**src/rtl/json_token_lexer_defines.svh**
```systemverilog
// Assertion helpers used by the lexer controller.
`ifndef JSON_TOKEN_LEXER_DEFINES_SVH
`define JSON_TOKEN_LEXER_DEFINES_SVH

// Same-cycle implication, checked outside reset.
`define JTL_ASSERT_HOLDS(label, clk, rst_n, ante, cons, msg) \
  label: assert property (@(posedge clk) disable iff (!rst_n) (ante) |-> (cons)) \
    else $error(msg);

// Next-cycle implication, checked outside reset.
`define JTL_ASSERT_NEXT(label, clk, rst_n, ante, cons, msg) \
  label: assert property (@(posedge clk) disable iff (!rst_n) (ante) |=> (cons)) \
    else $error(msg);

`endif

```
**src/rtl/jtl_pkg.sv**
```systemverilog
`timescale 1ns / 1ps
`default_nettype none

package jtl_pkg;

  localparam int unsigned BYTE_W    = 8;
  localparam int unsigned KIND_W    = 4;
  localparam int unsigned OUT_IDX_W = 5;
  localparam int unsigned OUT_LEN_W = 6;

  localparam logic [BYTE_W-1:0] CH_LBRACE   = 8'h7B;
  localparam logic [BYTE_W-1:0] CH_RBRACE   = 8'h7D;
  localparam logic [BYTE_W-1:0] CH_COLON    = 8'h3A;
  localparam logic [BYTE_W-1:0] CH_LBRACKET = 8'h5B;
  localparam logic [BYTE_W-1:0] CH_RBRACKET = 8'h5D;
  localparam logic [BYTE_W-1:0] CH_COMMA    = 8'h2C;
  localparam logic [BYTE_W-1:0] CH_QUOTE    = 8'h22;
  localparam logic [BYTE_W-1:0] CH_DOT      = 8'h2E;
  localparam logic [BYTE_W-1:0] CH_MINUS    = 8'h2D;
  localparam logic [BYTE_W-1:0] CH_TAB      = 8'h09;
  localparam logic [BYTE_W-1:0] CH_LF       = 8'h0A;
  localparam logic [BYTE_W-1:0] CH_CR       = 8'h0D;
  localparam logic [BYTE_W-1:0] CH_SPACE    = 8'h20;
  localparam logic [BYTE_W-1:0] CH_ZERO     = 8'h30;
  localparam logic [BYTE_W-1:0] CH_NINE     = 8'h39;
  localparam logic [BYTE_W-1:0] CH_NUL      = 8'h00;

  typedef enum logic [KIND_W-1:0] {
    KIND_LBRACE   = 4'd0,
    KIND_RBRACE   = 4'd1,
    KIND_COLON    = 4'd2,
    KIND_LBRACKET = 4'd3,
    KIND_RBRACKET = 4'd4,
    KIND_COMMA    = 4'd5,
    KIND_IDENT    = 4'd6,
    KIND_VALUE    = 4'd7,
    KIND_END      = 4'd8,
    KIND_ERROR    = 4'd9
  } token_kind_e;

  typedef enum logic [1:0] {
    PH_IDLE  = 2'd0,
    PH_IDENT = 2'd1,
    PH_VALUE = 2'd2,
    PH_DONE  = 2'd3
  } lex_phase_e;

  typedef enum logic [1:0] {
    ST_TAKE,
    ST_READ,
    ST_SEND,
    ST_RESTART
  } ctrl_state_e;

  typedef struct packed {
    token_kind_e            kind;
    logic [BYTE_W-1:0]      char_byte;
    logic [OUT_IDX_W-1:0]   char_index;
    logic [OUT_LEN_W-1:0]   token_length;
    logic                   last;
  } out_beat_t;

  function automatic logic is_blank(input logic [BYTE_W-1:0] b);
    return (b == CH_TAB) || (b == CH_LF) || (b == CH_CR) || (b == CH_SPACE);
  endfunction

  function automatic logic is_value_char(input logic [BYTE_W-1:0] b);
    return ((b >= CH_ZERO) && (b <= CH_NINE)) || (b == CH_DOT) || (b == CH_MINUS);
  endfunction

  function automatic logic is_single(input logic [BYTE_W-1:0] b);
    return (b == CH_LBRACE) || (b == CH_RBRACE) || (b == CH_COLON) ||
           (b == CH_LBRACKET) || (b == CH_RBRACKET) || (b == CH_COMMA);
  endfunction

  function automatic token_kind_e single_kind(input logic [BYTE_W-1:0] b);
    token_kind_e k;
    case (b)
      CH_LBRACE:   k = KIND_LBRACE;
      CH_RBRACE:   k = KIND_RBRACE;
      CH_COLON:    k = KIND_COLON;
      CH_LBRACKET: k = KIND_LBRACKET;
      CH_RBRACKET: k = KIND_RBRACKET;
      CH_COMMA:    k = KIND_COMMA;
      default:     k = KIND_ERROR;
    endcase
    return k;
  endfunction

endpackage

`default_nettype wire

```
**src/rtl/jtl_buf.sv**
```systemverilog
`timescale 1ns / 1ps
`default_nettype none

module jtl_buf
  import jtl_pkg::*;
#(
  parameter int unsigned DEPTH  = 32,
  parameter int unsigned ADDR_W = $clog2(DEPTH)
) (
  input  wire logic              clk_i,
  input  wire logic              we_i,
  input  wire logic [ADDR_W-1:0] waddr_i,
  input  wire logic [BYTE_W-1:0] wdata_i,
  input  wire logic              re_i,
  input  wire logic [ADDR_W-1:0] raddr_i,
  output      logic [BYTE_W-1:0] rdata_o
);

  logic [BYTE_W-1:0] mem [DEPTH];
  logic [BYTE_W-1:0] rdata_q;

  always_ff @(posedge clk_i) begin
    if (we_i) begin
      mem[waddr_i] <= wdata_i;
    end
    // hold read data between reads
    if (re_i) begin
      rdata_q <= mem[raddr_i];
    end
  end

  assign rdata_o = rdata_q;

endmodule

`default_nettype wire

```
**src/rtl/jtl_outreg.sv**
```systemverilog
`timescale 1ns / 1ps
`default_nettype none

module jtl_outreg
  import jtl_pkg::*;
(
  input  wire logic      clk_i,
  input  wire logic      rst_ni,
  input  wire logic      ld_i,
  input  wire out_beat_t beat_i,
  output      logic      slot_free_o,
  output      logic      out_valid_o,
  input  wire logic      out_ready_i,
  output      out_beat_t beat_o
);

  logic      valid_q, valid_d;
  out_beat_t beat_q;

  assign slot_free_o = !valid_q || out_ready_i;

  always_comb begin
    valid_d = valid_q;
    if (ld_i) begin
      valid_d = 1'b1;
    end else if (out_ready_i) begin
      valid_d = 1'b0;
    end
  end

  always_ff @(posedge clk_i or negedge rst_ni) begin
    if (!rst_ni) begin
      valid_q <= 1'b0;
    end else begin
      valid_q <= valid_d;
    end
  end

  always_ff @(posedge clk_i) begin
    if (ld_i) begin
      beat_q <= beat_i;
    end
  end

  assign out_valid_o = valid_q;
  assign beat_o      = beat_q;

endmodule

`default_nettype wire

```
**src/rtl/jtl_ctrl.sv**
```systemverilog
`timescale 1ns / 1ps
`default_nettype none

module jtl_ctrl
  import jtl_pkg::*;
#(
  parameter int unsigned MAX_TOKEN_CHARS = 32,
  parameter int unsigned IDX_W = $clog2(MAX_TOKEN_CHARS),
  parameter int unsigned CNT_W = $clog2(MAX_TOKEN_CHARS + 1)
) (
  input  wire logic              clk_i,
  input  wire logic              rst_ni,
  input  wire logic              in_valid_i,
  input  wire logic [BYTE_W-1:0] in_byte_i,
  input  wire logic              end_of_input_i,
  output      logic              in_ready_o,
  input  wire logic              slot_free_i,
  output      logic              out_ld_o,
  output      out_beat_t         out_beat_o,
  output      logic              mem_we_o,
  output      logic [IDX_W-1:0]  mem_waddr_o,
  output      logic [BYTE_W-1:0] mem_wdata_o,
  output      logic              mem_re_o,
  output      logic [IDX_W-1:0]  mem_raddr_o,
  input  wire logic [BYTE_W-1:0] mem_rdata_i
);

  localparam logic [CNT_W-1:0] CNT_MAX  = CNT_W'(MAX_TOKEN_CHARS);
  localparam logic [CNT_W-1:0] CNT_VMAX = CNT_W'(MAX_TOKEN_CHARS - 1);
  localparam logic [CNT_W-1:0] CNT_ONE  = CNT_W'(1);

  ctrl_state_e       state_q, state_d;
  lex_phase_e        phase_q, phase_d;
  logic [CNT_W-1:0]  count_q, count_d;
  logic [CNT_W-1:0]  len_q, len_d;
  token_kind_e       kind_q, kind_d;
  logic [IDX_W-1:0]  rd_idx_q, rd_idx_d;
  logic [BYTE_W-1:0] pend_q, pend_d;

  logic [BYTE_W-1:0] src_byte;
  logic              step_en;
  logic              is_end;
  logic              go_emit;
  logic              emit_last;

  assign src_byte  = (state_q == ST_RESTART) ? pend_q : in_byte_i;
  assign in_ready_o = (state_q == ST_TAKE) && slot_free_i;
  assign step_en   = ((state_q == ST_TAKE) && in_valid_i && slot_free_i) ||
                     ((state_q == ST_RESTART) && slot_free_i);
  assign is_end    = (state_q == ST_TAKE) && (end_of_input_i || (in_byte_i == CH_NUL));
  assign emit_last = ((CNT_W'(rd_idx_q) + CNT_ONE) == len_q);

  // byte processing, emission and memory access
  always_comb begin
    phase_d     = phase_q;
    count_d     = count_q;
    len_d       = len_q;
    kind_d      = kind_q;
    rd_idx_d    = rd_idx_q;
    pend_d      = pend_q;
    go_emit     = 1'b0;
    out_ld_o    = 1'b0;
    out_beat_o  = '{kind: KIND_ERROR, char_byte: src_byte, char_index: '0,
                    token_length: OUT_LEN_W'(1), last: 1'b1};
    mem_we_o    = 1'b0;
    mem_waddr_o = count_q[IDX_W-1:0];
    mem_wdata_o = src_byte;
    mem_re_o    = (state_q == ST_READ);
    mem_raddr_o = rd_idx_q;

    if (step_en && (phase_q != PH_DONE)) begin
      if (is_end) begin
        out_ld_o   = 1'b1;
        out_beat_o = '{kind: KIND_END, char_byte: '0, char_index: '0,
                       token_length: '0, last: 1'b1};
        phase_d    = PH_DONE;
        count_d    = '0;
      end else if (!is_blank(src_byte)) begin
        case (phase_q)
          PH_IDENT: begin
            if (count_q >= CNT_MAX) begin
              out_ld_o = 1'b1;
              phase_d  = PH_IDLE;
              count_d  = '0;
            end else begin
              mem_we_o = 1'b1;
              count_d  = count_q + CNT_ONE;
              if (src_byte == CH_QUOTE) begin
                go_emit = 1'b1;
                kind_d  = KIND_IDENT;
                len_d   = count_q + CNT_ONE;
                phase_d = PH_IDLE;
                count_d = '0;
              end
            end
          end
          PH_VALUE: begin
            if (is_value_char(src_byte)) begin
              if (count_q >= CNT_VMAX) begin
                out_ld_o = 1'b1;
                phase_d  = PH_IDLE;
                count_d  = '0;
              end else begin
                mem_we_o = 1'b1;
                count_d  = count_q + CNT_ONE;
              end
            end else begin
              // flush the value, then restart on this byte
              go_emit = 1'b1;
              kind_d  = KIND_VALUE;
              len_d   = count_q;
              pend_d  = src_byte;
              phase_d = PH_IDLE;
              count_d = '0;
            end
          end
          default: begin
            if (is_single(src_byte)) begin
              out_ld_o        = 1'b1;
              out_beat_o.kind = single_kind(src_byte);
            end else if ((src_byte == CH_QUOTE) || is_value_char(src_byte)) begin
              mem_we_o    = 1'b1;
              mem_waddr_o = '0;
              count_d     = CNT_ONE;
              phase_d     = (src_byte == CH_QUOTE) ? PH_IDENT : PH_VALUE;
            end else begin
              out_ld_o = 1'b1;
              count_d  = '0;
            end
          end
        endcase
      end
    end

    if (go_emit) begin
      rd_idx_d = '0;
    end

    if ((state_q == ST_SEND) && slot_free_i) begin
      out_ld_o   = 1'b1;
      out_beat_o = '{kind: kind_q, char_byte: mem_rdata_i,
                     char_index: OUT_IDX_W'(rd_idx_q),
                     token_length: OUT_LEN_W'(len_q), last: emit_last};
      rd_idx_d   = emit_last ? '0 : rd_idx_q + IDX_W'(1);
    end
  end

  // next state
  always_comb begin
    state_d = state_q;
    case (state_q)
      ST_TAKE: begin
        if (go_emit) begin
          state_d = ST_READ;
        end
      end
      ST_READ: state_d = ST_SEND;
      ST_SEND: begin
        if (slot_free_i) begin
          if (!emit_last) begin
            state_d = ST_READ;
          end else if (kind_q == KIND_VALUE) begin
            state_d = ST_RESTART;
          end else begin
            state_d = ST_TAKE;
          end
        end
      end
      ST_RESTART: begin
        if (slot_free_i) begin
          state_d = ST_TAKE;
        end
      end
      default: state_d = ST_TAKE;
    endcase
  end

  always_ff @(posedge clk_i or negedge rst_ni) begin
    if (!rst_ni) begin
      state_q  <= ST_TAKE;
      phase_q  <= PH_IDLE;
      count_q  <= '0;
      kind_q   <= KIND_END;
      rd_idx_q <= '0;
    end else begin
      state_q  <= state_d;
      phase_q  <= phase_d;
      count_q  <= count_d;
      kind_q   <= kind_d;
      rd_idx_q <= rd_idx_d;
    end
  end

  always_ff @(posedge clk_i) begin
    len_q  <= len_d;
    pend_q <= pend_d;
  end

`include "json_token_lexer_defines.svh"

  `JTL_ASSERT_HOLDS(a_ld_free, clk_i, rst_ni, out_ld_o, slot_free_i, "output load into a busy slot")
  `JTL_ASSERT_HOLDS(a_rd_range, clk_i, rst_ni, state_q == ST_READ, CNT_W'(rd_idx_q) < len_q, "buffer read past token length")
  `JTL_ASSERT_NEXT(a_done_sticky, clk_i, rst_ni, phase_q == PH_DONE, phase_q == PH_DONE, "lexer left the done phase")
  `JTL_ASSERT_HOLDS(a_wr_range, clk_i, rst_ni, mem_we_o, count_q < CNT_MAX, "buffer write beyond capacity")

endmodule

`default_nettype wire

```
**src/rtl/json_token_lexer.sv**
```systemverilog
`timescale 1ns / 1ps
`default_nettype none

// JSON token lexer: one text byte per input beat, one result beat per token
// character. Whitespace is dropped, punctuation and bad bytes produce a single
// beat in the cycle after the byte is taken, and identifier and value
// characters collect in a MAX_TOKEN_CHARS-byte buffer RAM. A finished token
// is replayed from that RAM one character at a time: a synchronous read, then
// a load of the output register, which waits while the output slot is busy.
// A value that is ended by another byte handles that byte afterward, in a
// restart step once its last character is loaded. The input is not ready
// during replay. While a result beat waits in the output register the input
// is held off as well, except in the cycle in which that beat is taken. After
// a zero byte or end_of_input the end beat is sent and all further input is
// swallowed until reset. No clearing pass is needed after reset.
module json_token_lexer
  import jtl_pkg::*;
#(
  parameter int unsigned MAX_TOKEN_CHARS = 32
) (
  input  wire logic                 clk_i,
  input  wire logic                 rst_ni,
  input  wire logic                 in_valid_i,
  output      logic                 in_ready_o,
  input  wire logic [BYTE_W-1:0]    in_byte_i,
  input  wire logic                 end_of_input_i,
  output      logic                 out_valid_o,
  input  wire logic                 out_ready_i,
  output      logic [KIND_W-1:0]    token_kind_o,
  output      logic [BYTE_W-1:0]    char_byte_o,
  output      logic [OUT_IDX_W-1:0] char_index_o,
  output      logic [OUT_LEN_W-1:0] token_length_o,
  output      logic                 last_o
);

  localparam int unsigned IDX_W = $clog2(MAX_TOKEN_CHARS);
  localparam int unsigned CNT_W = $clog2(MAX_TOKEN_CHARS + 1);

  logic              slot_free;
  logic              out_ld;
  out_beat_t         ld_beat;
  out_beat_t         out_beat;
  logic              mem_we;
  logic [IDX_W-1:0]  mem_waddr;
  logic [BYTE_W-1:0] mem_wdata;
  logic              mem_re;
  logic [IDX_W-1:0]  mem_raddr;
  logic [BYTE_W-1:0] mem_rdata;

  jtl_ctrl #(
    .MAX_TOKEN_CHARS (MAX_TOKEN_CHARS),
    .IDX_W           (IDX_W),
    .CNT_W           (CNT_W)
  ) u_ctrl (
    .clk_i          (clk_i),
    .rst_ni         (rst_ni),
    .in_valid_i     (in_valid_i),
    .in_byte_i      (in_byte_i),
    .end_of_input_i (end_of_input_i),
    .in_ready_o     (in_ready_o),
    .slot_free_i    (slot_free),
    .out_ld_o       (out_ld),
    .out_beat_o     (ld_beat),
    .mem_we_o       (mem_we),
    .mem_waddr_o    (mem_waddr),
    .mem_wdata_o    (mem_wdata),
    .mem_re_o       (mem_re),
    .mem_raddr_o    (mem_raddr),
    .mem_rdata_i    (mem_rdata)
  );

  jtl_buf #(
    .DEPTH  (MAX_TOKEN_CHARS),
    .ADDR_W (IDX_W)
  ) u_buf (
    .clk_i   (clk_i),
    .we_i    (mem_we),
    .waddr_i (mem_waddr),
    .wdata_i (mem_wdata),
    .re_i    (mem_re),
    .raddr_i (mem_raddr),
    .rdata_o (mem_rdata)
  );

  jtl_outreg u_outreg (
    .clk_i       (clk_i),
    .rst_ni      (rst_ni),
    .ld_i        (out_ld),
    .beat_i      (ld_beat),
    .slot_free_o (slot_free),
    .out_valid_o (out_valid_o),
    .out_ready_i (out_ready_i),
    .beat_o      (out_beat)
  );

  assign token_kind_o   = out_beat.kind;
  assign char_byte_o    = out_beat.char_byte;
  assign char_index_o   = out_beat.char_index;
  assign token_length_o = out_beat.token_length;
  assign last_o         = out_beat.last;

endmodule

`default_nettype wire
```
**config.mk**
```make
export PLATFORM = sky130hd
export DESIGN_NAME = json_token_lexer
export DESIGN_NICKNAME = d
export VERILOG_FILES = /design/src/rtl/jtl_pkg.sv /design/src/rtl/jtl_buf.sv /design/src/rtl/jtl_outreg.sv /design/src/rtl/jtl_ctrl.sv /design/src/rtl/json_token_lexer.sv
export VERILOG_INCLUDE_DIRS = /design/src /design/src/rtl
export SDC_FILE = /design/constraint.sdc
export NUM_CORES = 1
export LEC_CHECK = 0
export BUFFER_PORTS_ARGS = -buffer_cell sky130_fd_sc_hd__buf_2
export CAP_MARGIN = 0
export CORE_MARGIN = 2
export CORE_UTILIZATION = 39
export CTS_CLUSTER_DIAMETER = 200
export DETAILED_ROUTE_END_ITERATION = 10
export PLACE_DENSITY_LB_ADDON = 0.05
export RECOVER_POWER = 100
export SLEW_MARGIN = 15
export SYNTH_ARGS = -nofsm -noshare
export SYNTH_HDL_FRONTEND = slang
export SYNTH_HIERARCHICAL = 1
export SYNTH_SLANG_ARGS = --single-unit
```
**constraint.sdc**
```tcl
create_clock -name clk_i -period 3.9 [get_ports clk_i]
set_input_delay 0.78 -clock clk_i [delete_from_list [all_inputs] [get_ports clk_i]]
set_output_delay 0.78 -clock clk_i [all_outputs]
set_load 0.005 [all_outputs]
```
==> results of run 1 <==
[path summary, 6_finish.rpt]
path / to / slack, ps / cells past startpoint
max reg2reg: u_buf/mem[11][6] / 250 / 10
min: u_ctrl/mem_raddr_o[3] / 490 / 1
min reg2reg: u_ctrl/kind_q[3] / 490 / 1
max: u_buf/mem[11][6] / 250 / 10
min in group clk_i: u_ctrl/kind_q[3] / 490 / 1
max in group asynchronous: u_ctrl/mem_raddr_o[2] / 2620 / 1
[through the flow]
| stage | utilization | cell area, sq um | hold WS (ps) | worst slack, ps | cells |
|---|---|---|---|---|---|
| 2_1_floorplan | - | 13670 | 470.7 | 110.0 | 762 |
| 3_3_place_gp | 0.4285 | 14800 | 481.4 | 179.2 | 1289 |
| 3_5_place_dp | 0.4285 | 14800 | 483.3 | 113.1 | 1289 |
| 4_1_cts | 0.4645 | 16050 | 221.4 | 401.1 | 1354 |
| 5_1_grt | 0.4581 | 15830 | 502.1 | 89.94 | 1354 |
| 6_report | 0.4581 | 15830 | 486.3 | 253.6 | 1354 |
[synth_stat cells, types with 3 or more instances]
cell type	count
o31ai_1	6
nor2_1	57
mux2_2	10
a32o_1	3
mux4_2	80
nand4_1	4
or3_1	3
xnor2_1	9
a31oi_1	7
o22ai_1	4
nor3_1	6
nor3b_1	3
edfxtp_1	302
a21oi_1	14
xor2_1	3
buf_1	5
o21ai_0	11
o21ai_1	4
nor2b_1	4
or3b_2	3
nand2b_1	3
clkbuf_1	14
nand2_1	35
o211ai_1	3
mux2i_1	5
nand3b_1	8
buf_2	3
a22o_1	3
ha_1	6
inv_1	21
and2_1	19
nand3_1	15
buf_4	9
dfrtp_1	18
[layer usage]
layer	vias up	share of wire	GRT usage
met5	-	0	0
met4	0	0.026	0.05592
met3	55	0.040	0.02680
met2	186	0.49	0.3116
met1	3839	0.44	0.2488
li1	3280	-	-
[area by class of cell]
cell class              count  area share
flip-flops and latches    321      0.6033
multi-input cells         386      0.2399
clock buffers              43     0.06056
repair buffers            105     0.03692
well taps                 455     0.03597
clock inverters            22     0.01818
inverters                  22    0.005218
[cell families (layout without fill, tap and decap cells)]
kind of cell,count (synthesis),count (layout)
compound gates,84,84
xor+xnor,12,12
fa+ha+maj,6,6
buf+inv,55,192
flops,321,321
mux,98,98
simple gates,186,186
[layout by cell type, fill, tap and decap left out, drive strengths merged, types with 3 or more instances in the layout]
master,instances
a211oi,5
a21oi,14
a22o,3
a31oi,7
a32o,3
and2,19
buf,54
bufinv,6
clkbuf,94
clkinv,14
dfrtp,18
edfxtp,302
ha,6
inv,22
mux2,12
mux2i,6
mux4,80
nand2,36
nand2b,5
nand3,16
nand3b,9
nand4,5
nor2,58
nor2b,4
nor3,7
nor3b,4
nor4,3
o211ai,5
o21ai,16
o22ai,4
o31ai,6
o32ai,3
or2,3
or3,3
or3b,3
xnor2,9
xor2,3
[flip-flops by register name, summed over array words and instances (netlist names)]
name and flops:
u_outreg/out_valid_o 1, u_buf/rdata_o 8, u_ctrl/kind_q 3, u_ctrl/state_q 2, u_outreg/beat_o 24, u_ctrl/len_q 6
u_buf/mem 256, u_ctrl/count_q 6, u_ctrl/phase_q 2, u_ctrl/mem_raddr_o 5, u_ctrl/pend_q 8
[power by group]
group	internal [W]	leakage, nW	switching, W
logic	0.00117	1.53	0.00137
clock network	0.00216	0.594	0.00133
registers	0.00410	2.96	0.000215
total	0.00743	5.08	0.00291
==> impl_metrics.env, run 1 <==
export IMPL_synth_area_mux_share=0.1473
export IMPL_startpoint="u_ctrl/state_q[0]"
export IMPL_hold_violations=0
export IMPL_synth_edff_count=302
export IMPL_fillers=3003
export IMPL_cts_tree="built"
export IMPL_worst_ir_drop_vdd_uv=349.4
export IMPL_slowest_stage="or3b_2"
export IMPL_arrival_ps=3860
export IMPL_fin_nets=891
export IMPL_vias_per_cell=5.436
export IMPL_critPathKind="reg2reg"
export IMPL_r2r_start="u_ctrl/state_q[0]"
export IMPL_rows=68
export IMPL_antenna_cells=0
export IMPL_skew_ps=29.90
export IMPL_synth_area_per_cell_sq_um=17.94
export IMPL_cts_buffers=36
export IMPL_max_freq_ghz=0.2742
export IMPL_areaGrowthSynthToFinish_pct=15.79
export IMPL_min_period_ps=3646
export IMPL_port_buffers=38
export IMPL_seq_area_frac_synth=0.6984
export IMPL_synth_top_family_by_area="multiplexers"
export IMPL_total_power_w=0.01034
export IMPL_yosys_most_used_dff="edfxtp_1"
export IMPL_async_flop_share=0.05919
export IMPL_finalSetupViolCount=0
export IMPL_crit_path_end_kind="flop"
export IMPL_core_sq_mm=0.03454
export IMPL_hpwl_microns=21600
export IMPL_slew_headroom=-0.3834
export IMPL_timing_setup_tns_ps=0
export IMPL_cpPeakStageDelay_ps=550
export IMPL_ctsResizeCount=0
export IMPL_drc=0
export IMPL_synth_xor_area_frac=0.007690
export IMPL_synth_compound_area_share=0.04697
export IMPL_cap_violations=5
export IMPL_cts_htree_levels=2
export IMPL_cp_num_buf_inv=1
export IMPL_grt_pass1_vias=7751
export IMPL_ios=39
export IMPL_grt_max_degree=49
export IMPL_postCtsSetupRepairBufs=0
export IMPL_tightest_slew_ps=2075
export IMPL_cpMostUsedCell="and2_1"
export IMPL_drive_above_1_share=0.2603
export IMPL_ant_nets=0
export IMPL_clk_latency_ps=530
export IMPL_synth_top_cell_by_area="edfxtp_1"
export IMPL_path_clk_slew_ps=60
export IMPL_initial_utilization=0.3956
export IMPL_syn_nets=781
export IMPL_dieWidth_microns=191.2
export IMPL_yosys_warnings=6
export IMPL_cts_sinks=321
export IMPL_grt_total_usage=0.1848
export IMPL_violations="max-capacitance violations, max-slew violations"
export IMPL_antenna_found_initial=0
export IMPL_seq_area_sq_mm=0.009547
export IMPL_critical_path_top_delay_family="simple AND/OR/NAND/NOR gates"
export IMPL_synthCells=762
export IMPL_finalMaxSlewViolations=148
export IMPL_synth_area_leaders="edfxtp_1, mux4_2, dfrtp_1"
export IMPL_synth_adder_area_share=0.005493
export IMPL_multi_input_area_sq_mm=0.003796
export IMPL_drt_wl_total_microns=32890
export IMPL_die_h_microns=191.2
export IMPL_route_vias_total=7360
export IMPL_synth_simple_area_share=0.07516
export IMPL_outcome="complete, but fails checks"
export IMPL_critPathMaxFanout=8
export IMPL_grt_overflow=0
export IMPL_yosysUniqueCellTypes=85
export IMPL_leakagePower_nw=5.081
export IMPL_cp_required_ps=4120
export IMPL_startpoint_type="flop"
export IMPL_min_path_type="in2async"
export IMPL_firstDrtPassIters=7
export IMPL_cts_root_buf="clkbuf_16"
export IMPL_grt_pass1_wl_microns=49220
export IMPL_rsz0062_at_grt="false"
export IMPL_wl_per_cell_microns=24.29
export IMPL_postCtsHoldBufs=0
export IMPL_ys_ff_latch=321
export IMPL_fin_crit_sh=0.9350
export IMPL_dieArea_sq_mm=0.03656
export IMPL_p_per_area_mw_per_mm2=653.6
export IMPL_clk_path_buf_depth=3
export IMPL_path_cells="and2_1, mux2_1, a2bb2oi_1, o41a_2, and3b_1, o211ai_2, and2_1, or3b_2, nor2_1, clkbuf_2"
export IMPL_gp_congestion=0.8716
export IMPL_yosys_area_top_type_share=0.6636
export IMPL_synth_area_sq_mm=0.01367
export IMPL_initialDrtViolationCount=523
Note: power is estimated with default switching activity, not from simulation.
==> run 2, diff against run 1 <==
--- a/config.mk
+++ b/config.mk
@@ -8,6 +8,7 @@
 export LEC_CHECK = 0
 export BUFFER_PORTS_ARGS = -buffer_cell sky130_fd_sc_hd__buf_2
 export CAP_MARGIN = 0
+export CORE_ASPECT_RATIO = 0.75
 export CORE_MARGIN = 2
 export CORE_UTILIZATION = 39
 export CTS_CLUSTER_DIAMETER = 200
==> run 2 against run 1 <==
Against the previous run: the run still ends with max-capacitance violations, max-slew violations left; global-route usage grew 0.79 points; maximum frequency shrank 2.3%; sequential share of layout area grew 0.47 points; critical endpoint is now u_buf/mem[11][1]; highest routed layer unchanged.
==> impl_metrics.env, run 2 (same netlist as run 1, synthesis figures left out) <==
export IMPL_outcome="complete, but fails checks"
export IMPL_violations="max-capacitance violations, max-slew violations"
export IMPL_grt_overflow=0
export IMPL_cts_sinks=321
export IMPL_layout_commonest_cell="edfxtp_1"
export IMPL_min_period_ps=3732
export IMPL_arrival_ps=3950
export IMPL_largest_register="u_buf/mem"
export IMPL_cts_tree="built"
export IMPL_grt_pass1_wl_microns=50940
export IMPL_drt_wl_total_microns=33770
export IMPL_r2r_slack_ps=170
export IMPL_dieArea_sq_mm=0.03657
export IMPL_r2r_start="u_ctrl/state_q[0]"
export IMPL_wl_per_cell_microns=25.05
export IMPL_cts_root_buf="clkbuf_16"
export IMPL_r2r_end="u_buf/mem[11][1]"
export IMPL_leakagePower_nw=5.056
export IMPL_p_per_area_mw_per_mm2=644.8
export IMPL_drc=0
export IMPL_max_freq_ghz=0.2680
export IMPL_fin_crit_sh=0.9568
export IMPL_finalMaxSlewViolations=148
export IMPL_path_clk_slew_ps=60
export IMPL_power_frac_seq=0.422
export IMPL_antenna_found_initial=3
export IMPL_fillers=2940
export IMPL_power_frac_comb=0.261
export IMPL_final_cell_mix="edfxtp_1, mux4_2, nor2_1, clkbuf_16, nand2_1"
export IMPL_swShare=0.2899
export IMPL_min_path_type="in2async"
export IMPL_r2r_cells=10
export IMPL_dpl_instance_area_sq_mm=0.01477
export IMPL_initialDrtViolationCount=901
export IMPL_cp_required_ps=4110
export IMPL_largest_register_ffs=256
export IMPL_fin_nets=886
export IMPL_p_sw_w=0.002936
export IMPL_worst_ir_drop_vdd_uv=308.8
export IMPL_clk_path_buf_depth=3
export IMPL_grt_pass1_vias=7523
export IMPL_die_h_microns=166.1
export IMPL_power_internal_w=0.007190
export IMPL_vias_per_cell=5.524
export IMPL_areaGrowthSynthToFinish_pct=14.90
export IMPL_cts_buffers=34
export IMPL_hold_slack_ps=507.1
export IMPL_ios=39
export IMPL_rsz0062_at_grt="false"
export IMPL_initial_utilization=0.3947
export IMPL_critPathMaxFanout=8
export IMPL_core_sq_mm=0.03462
export IMPL_grt_total_usage=0.1926
export IMPL_dieWidth_microns=220.2
export IMPL_cts_htree_levels=2
export IMPL_firstDrtPassIters=9
export IMPL_clk_latency_ps=520
export IMPL_route_vias_total=7446
export IMPL_crit_path_end_kind="flop"
export IMPL_gp_congestion=0.8973
export IMPL_drive_above_1_share=0.2705
export IMPL_postLayoutCellArea_sq_mm=0.01570
export IMPL_port_buffers=38
export IMPL_finalSetupViolCount=0
export IMPL_hpwl_microns=22630
export IMPL_grt_max_degree=66
export IMPL_startpoint_type="flop"
export IMPL_rows=59
export IMPL_cap_violations=5
export IMPL_antenna_cells=0
export IMPL_hold_violations=0
export IMPL_slew_headroom=-0.2669
export IMPL_skew_ps=16.98
export IMPL_ant_nets=0
export IMPL_clockPowerShare=0.317
export IMPL_critPathKind="reg2reg"
export IMPL_tightest_slew_ps=1900
-- run 2: cell types whose count changed in the layout (fill, tap and decap cells not counted), moves of 2 or more --
cell | before | now
clkbuf_8 | 1 | 3
clkinv_1 | 11 | 3
bufinv_16 | 6 | 2
buf_4 | 29 | 15
clkinv_2 | 1 | 8
clkbuf_4 | 0 | 4
mux2_2 | 10 | 7
clkbuf_1 | 40 | 29
buf_2 | 23 | 29
mux2_1 | 2 | 5
clkbuf_2 | 16 | 25
-- run 2: repair_timing --
action / 4_1_cts / 5_1_grt
resized for setup: 0 / 1
endpoints found under the setup margin: 0 / 16
hold endpoints to repair: 0 / 0
hold buffers: 0 / 0
buffers inserted: 0 / 2
-- run 2: layout make-up --
cell class	instances	area, sq um	share of cell area
tap	457	571.8	0.03641
multi-input combinational	386	3810	0.2426
clock inverter	17	143.9	0.009163
clock buffer	43	978.4	0.06231
timing repair buffer	102	570.5	0.03633
inverter	22	82.58	0.005259
sequential	321	9547	0.6079
-- run 2: how the worst max path moves through the flow --
stage,start,end,slack [ps],depth (start not counted)
after CTS,u_ctrl/state_q[0],u_buf/mem[4][0],190,11
after detailed placement,in_byte_i[0],u_buf/mem[5][5],20,11
final,u_ctrl/state_q[0],u_buf/mem[11][1],170,10
after global routing,u_ctrl/state_q[1],u_buf/mem[16][4],10,10
after global placement,in_byte_i[0],u_buf/mem[5][6],-100,11
after floorplan,in_byte_i[1],u_buf/mem[18][0],110,9
-- run 2: per-layer routing --
metal  vias to the layer above  global-route usage  share of wire
met5                         -                   0              0
met4                         0             0.04289          0.016
met3                        46             0.03590          0.069
met2                       241              0.2625           0.42
met1                      3883              0.3170           0.50
li1                       3276                   -              -
-- run 2: worst max-delay path, cell delays in order, from the launching register on --
cell and delay (ps):
dfrtp_1 460, and2_1 370, mux2_1 390, a2bb2oi_1 180
o41a_4 420, and3b_1 270, o211ai_2 140, and2_1 300
or3b_2 560, nor2_1 110, buf_2 230
-- run 2: power by group through the flow --
stage          clock [W]  sequential, W  combinational, W
2_1_floorplan          0        0.00427           0.00186
3_3_place_gp           0        0.00434           0.00274
3_5_place_dp           0        0.00435           0.00276
4_1_cts          0.00330        0.00428           0.00276
5_1_grt          0.00344        0.00431           0.00287
6_report         0.00321        0.00427           0.00264
-- run 2: per-stage QoR --
stage	TNS, ps	utilization	cells	worst slack [ps]	power [W]
2_1_floorplan	0	-	762	110.0	0.006133
3_3_place_gp	-1240	0.4265	1286	-99.81	0.007080
3_5_place_dp	0	0.4265	1286	15.74	0.007104
4_1_cts	0	0.4589	1346	187.0	0.01035
5_1_grt	0	0.4536	1348	9.508	0.01061
6_report	0	0.4536	1348	168.4	0.01013
==> run 3, diff against run 2 <==
--- a/config.mk
+++ b/config.mk
@@ -10,9 +10,10 @@
 export CAP_MARGIN = 0
 export CORE_ASPECT_RATIO = 0.75
 export CORE_MARGIN = 2
-export CORE_UTILIZATION = 39
+export CORE_UTILIZATION = 50
 export CTS_CLUSTER_DIAMETER = 200
 export DETAILED_ROUTE_END_ITERATION = 10
+export GPL_TIMING_DRIVEN = 0
 export PLACE_DENSITY_LB_ADDON = 0.05
 export RECOVER_POWER = 100
 export SLEW_MARGIN = 15
==> run 3 against run 2 <==
Against the previous run: the flow still finishes with violations (max-capacitance violations, max-slew violations); critical path type unchanged; power decreased by 3.7%; count of clock-buffer cells in the layout decreased by 3; global-route usage rose by 3.0 points; largest cell class unchanged; critical endpoint is now u_buf/mem[21][2].
==> impl_metrics.env, run 3 (same netlist as run 1, synthesis figures left out) <==
export IMPL_outcome="complete, but fails checks"
export IMPL_violations="max-capacitance violations, max-slew violations"
export IMPL_grt_pass1_wl_microns=46490
export IMPL_initialDrtViolationCount=768
export IMPL_grt_overflow=0
export IMPL_dieArea_sq_mm=0.02869
export IMPL_grt_total_usage=0.2222
export IMPL_skew_ps=11.51
export IMPL_critPathKind="reg2reg"
export IMPL_wl_per_cell_microns=25.69
export IMPL_port_buffers=38
export IMPL_core_sq_mm=0.02694
export IMPL_p_per_area_mw_per_mm2=627.2
export IMPL_ant_nets=0
export IMPL_largest_register="u_buf/mem"
export IMPL_r2r_end="u_buf/mem[21][2]"
export IMPL_antenna_found_initial=1
export IMPL_arrival_ps=3940
export IMPL_cts_tree="built"
export IMPL_power_internal_w=0.006894
export IMPL_max_freq_ghz=0.2665
export IMPL_cap_violations=1
export IMPL_postLayoutCellArea_sq_mm=0.01555
export IMPL_r2r_cells=10
export IMPL_drc=0
export IMPL_path_clk_slew_ps=60
export IMPL_p_sw_w=0.002859
export IMPL_cts_sinks=321
export IMPL_min_period_ps=3752
export IMPL_startpoint_type="flop"
export IMPL_leakagePower_nw=4.882
export IMPL_postCtsHoldBufs=0
export IMPL_min_path_type="in2async"
export IMPL_drt_wl_total_microns=31370
export IMPL_cp_required_ps=4090
export IMPL_r2r_start="u_ctrl/state_q[0]"
export IMPL_hpwl_microns=21300
export IMPL_multi_input_area_sq_mm=0.004040
export IMPL_gp_congestion=0.8839
export IMPL_cts_htree_levels=1
export IMPL_route_vias_total=7525
export IMPL_crit_path_end_kind="flop"
export IMPL_power_frac_comb=0.281
export IMPL_largest_register_ffs=256
export IMPL_grt_max_degree=37
export IMPL_clockPowerShare=0.287
export IMPL_hold_violations=0
export IMPL_fillers=2065
export IMPL_finalSetupViolCount=0
export IMPL_rows=52
export IMPL_die_h_microns=147.2
export IMPL_antenna_cells=0
export IMPL_tightest_slew_ps=1621
export IMPL_critPathMaxFanout=35
export IMPL_worst_ir_drop_vdd_uv=422.4
export IMPL_r2r_slack_ps=150
export IMPL_cts_buffers=31
export IMPL_swShare=0.2932
export IMPL_grt_pass1_vias=7219
export IMPL_fin_crit_sh=0.9621
export IMPL_final_cell_mix="edfxtp_1, mux4_2, clkbuf_1, nand2_1, clkbuf_16"
export IMPL_layout_commonest_cell="edfxtp_1"
export IMPL_slew_headroom=-0.08744
export IMPL_ios=39
export IMPL_firstDrtPassIters=5
export IMPL_seq_area_sq_mm=0.009545
export IMPL_initial_utilization=0.5074
export IMPL_cts_root_buf="clkbuf_16"
export IMPL_clk_latency_ps=550
export IMPL_power_frac_seq=0.432
export IMPL_fin_nets=865
export IMPL_clk_path_buf_depth=3
export IMPL_areaGrowthSynthToFinish_pct=13.80
export IMPL_drive_above_1_share=0.2805
export IMPL_hold_slack_ps=480.1
export IMPL_vias_per_cell=6.163
export IMPL_rsz0062_at_grt="false"
export IMPL_finalMaxSlewViolations=10
export IMPL_dieWidth_microns=194.9
export IMPL_dpl_instance_area_sq_mm=0.01432
run 3: critical path, cell delays in order, from the launching register on:
cell	delay [ps]
dfrtp_1	380
and2_1	150
buf_6	150
mux2_8	490
a2bb2oi_1	210
o41a_4	420
and3b_1	260
o211ai_2	120
and2_1	310
nand3b_1	350
nor2_2	530
run 3: power groups by stage:
stage	combinational (W)	sequential [W]	clock, W
finish	0.00274	0.00421	0.00280
global route	0.00294	0.00424	0.00302
CTS	0.00280	0.00421	0.00288
detailed placement	0.00278	0.00428	0
global placement	0.00271	0.00429	0
floorplan	0.00186	0.00427	0
run 3: metrics by stage:
| step | instances | TNS [ps] | worst slack [ps] | total power [W] | utilization |
|---|---|---|---|---|---|
| 2_1_floorplan | 762 | 0 | 110.0 | 0.006133 | - |
| 3_3_place_gp | 1151 | -266340 | -1125 | 0.006998 | 0.5308 |
| 3_5_place_dp | 1153 | -267960 | -1213 | 0.007057 | 0.5315 |
| 4_1_cts | 1215 | 0 | 3.519 | 0.009893 | 0.5761 |
| 5_1_grt | 1221 | 0 | 17.20 | 0.01019 | 0.5774 |
| 6_report | 1221 | 0 | 147.9 | 0.009754 | 0.5774 |
run 3: worst max path at each step:
stage	cells after the start	end	start	slack [ps]
floorplan	9	u_buf/mem[18][0]	in_byte_i[1]	110
global placement	11	u_buf/mem[28][1]	in_byte_i[1]	-1130
detailed placement	11	u_buf/mem[12][7]	in_byte_i[1]	-1210
CTS	9	u_buf/mem[31][4]	u_ctrl/pend_q[1]	4
global route	9	u_buf/mem[21][4]	in_byte_i[1]	20
finish	10	u_buf/mem[21][2]	u_ctrl/state_q[0]	150
run 3: final cells by class:
| type | count | share of cell area |
|---|---|---|
| Inverter | 22 | 0.005712 |
| Multi-Input combinational cell | 386 | 0.2598 |
| Buffer | 32 | 0.01110 |
| Clock buffer | 40 | 0.05463 |
| Sequential cell | 321 | 0.6138 |
| Tap cell | 351 | 0.02824 |
| Timing Repair Buffer | 51 | 0.01891 |
| Clock inverter | 17 | 0.007562 |
| Timing Repair inverter | 1 | 0.0003218 |
run 3: what timing repair did:
item / CTS / global route
cloned: 1 / 0
pin swaps: 2 / 6
resized for setup: 54 / 16
buffers inserted: 5 / 6
setup endpoints to repair: 256 / 220
run 3: per-layer routing:
metal,vias to the layer above,GRT usage,share of wire
li1,3247,-,-
met1,3968,0.3689,0.48
met2,276,0.3066,0.43
met3,34,0.04408,0.081
met4,0,0.04160,0.015
met5,-,0,0
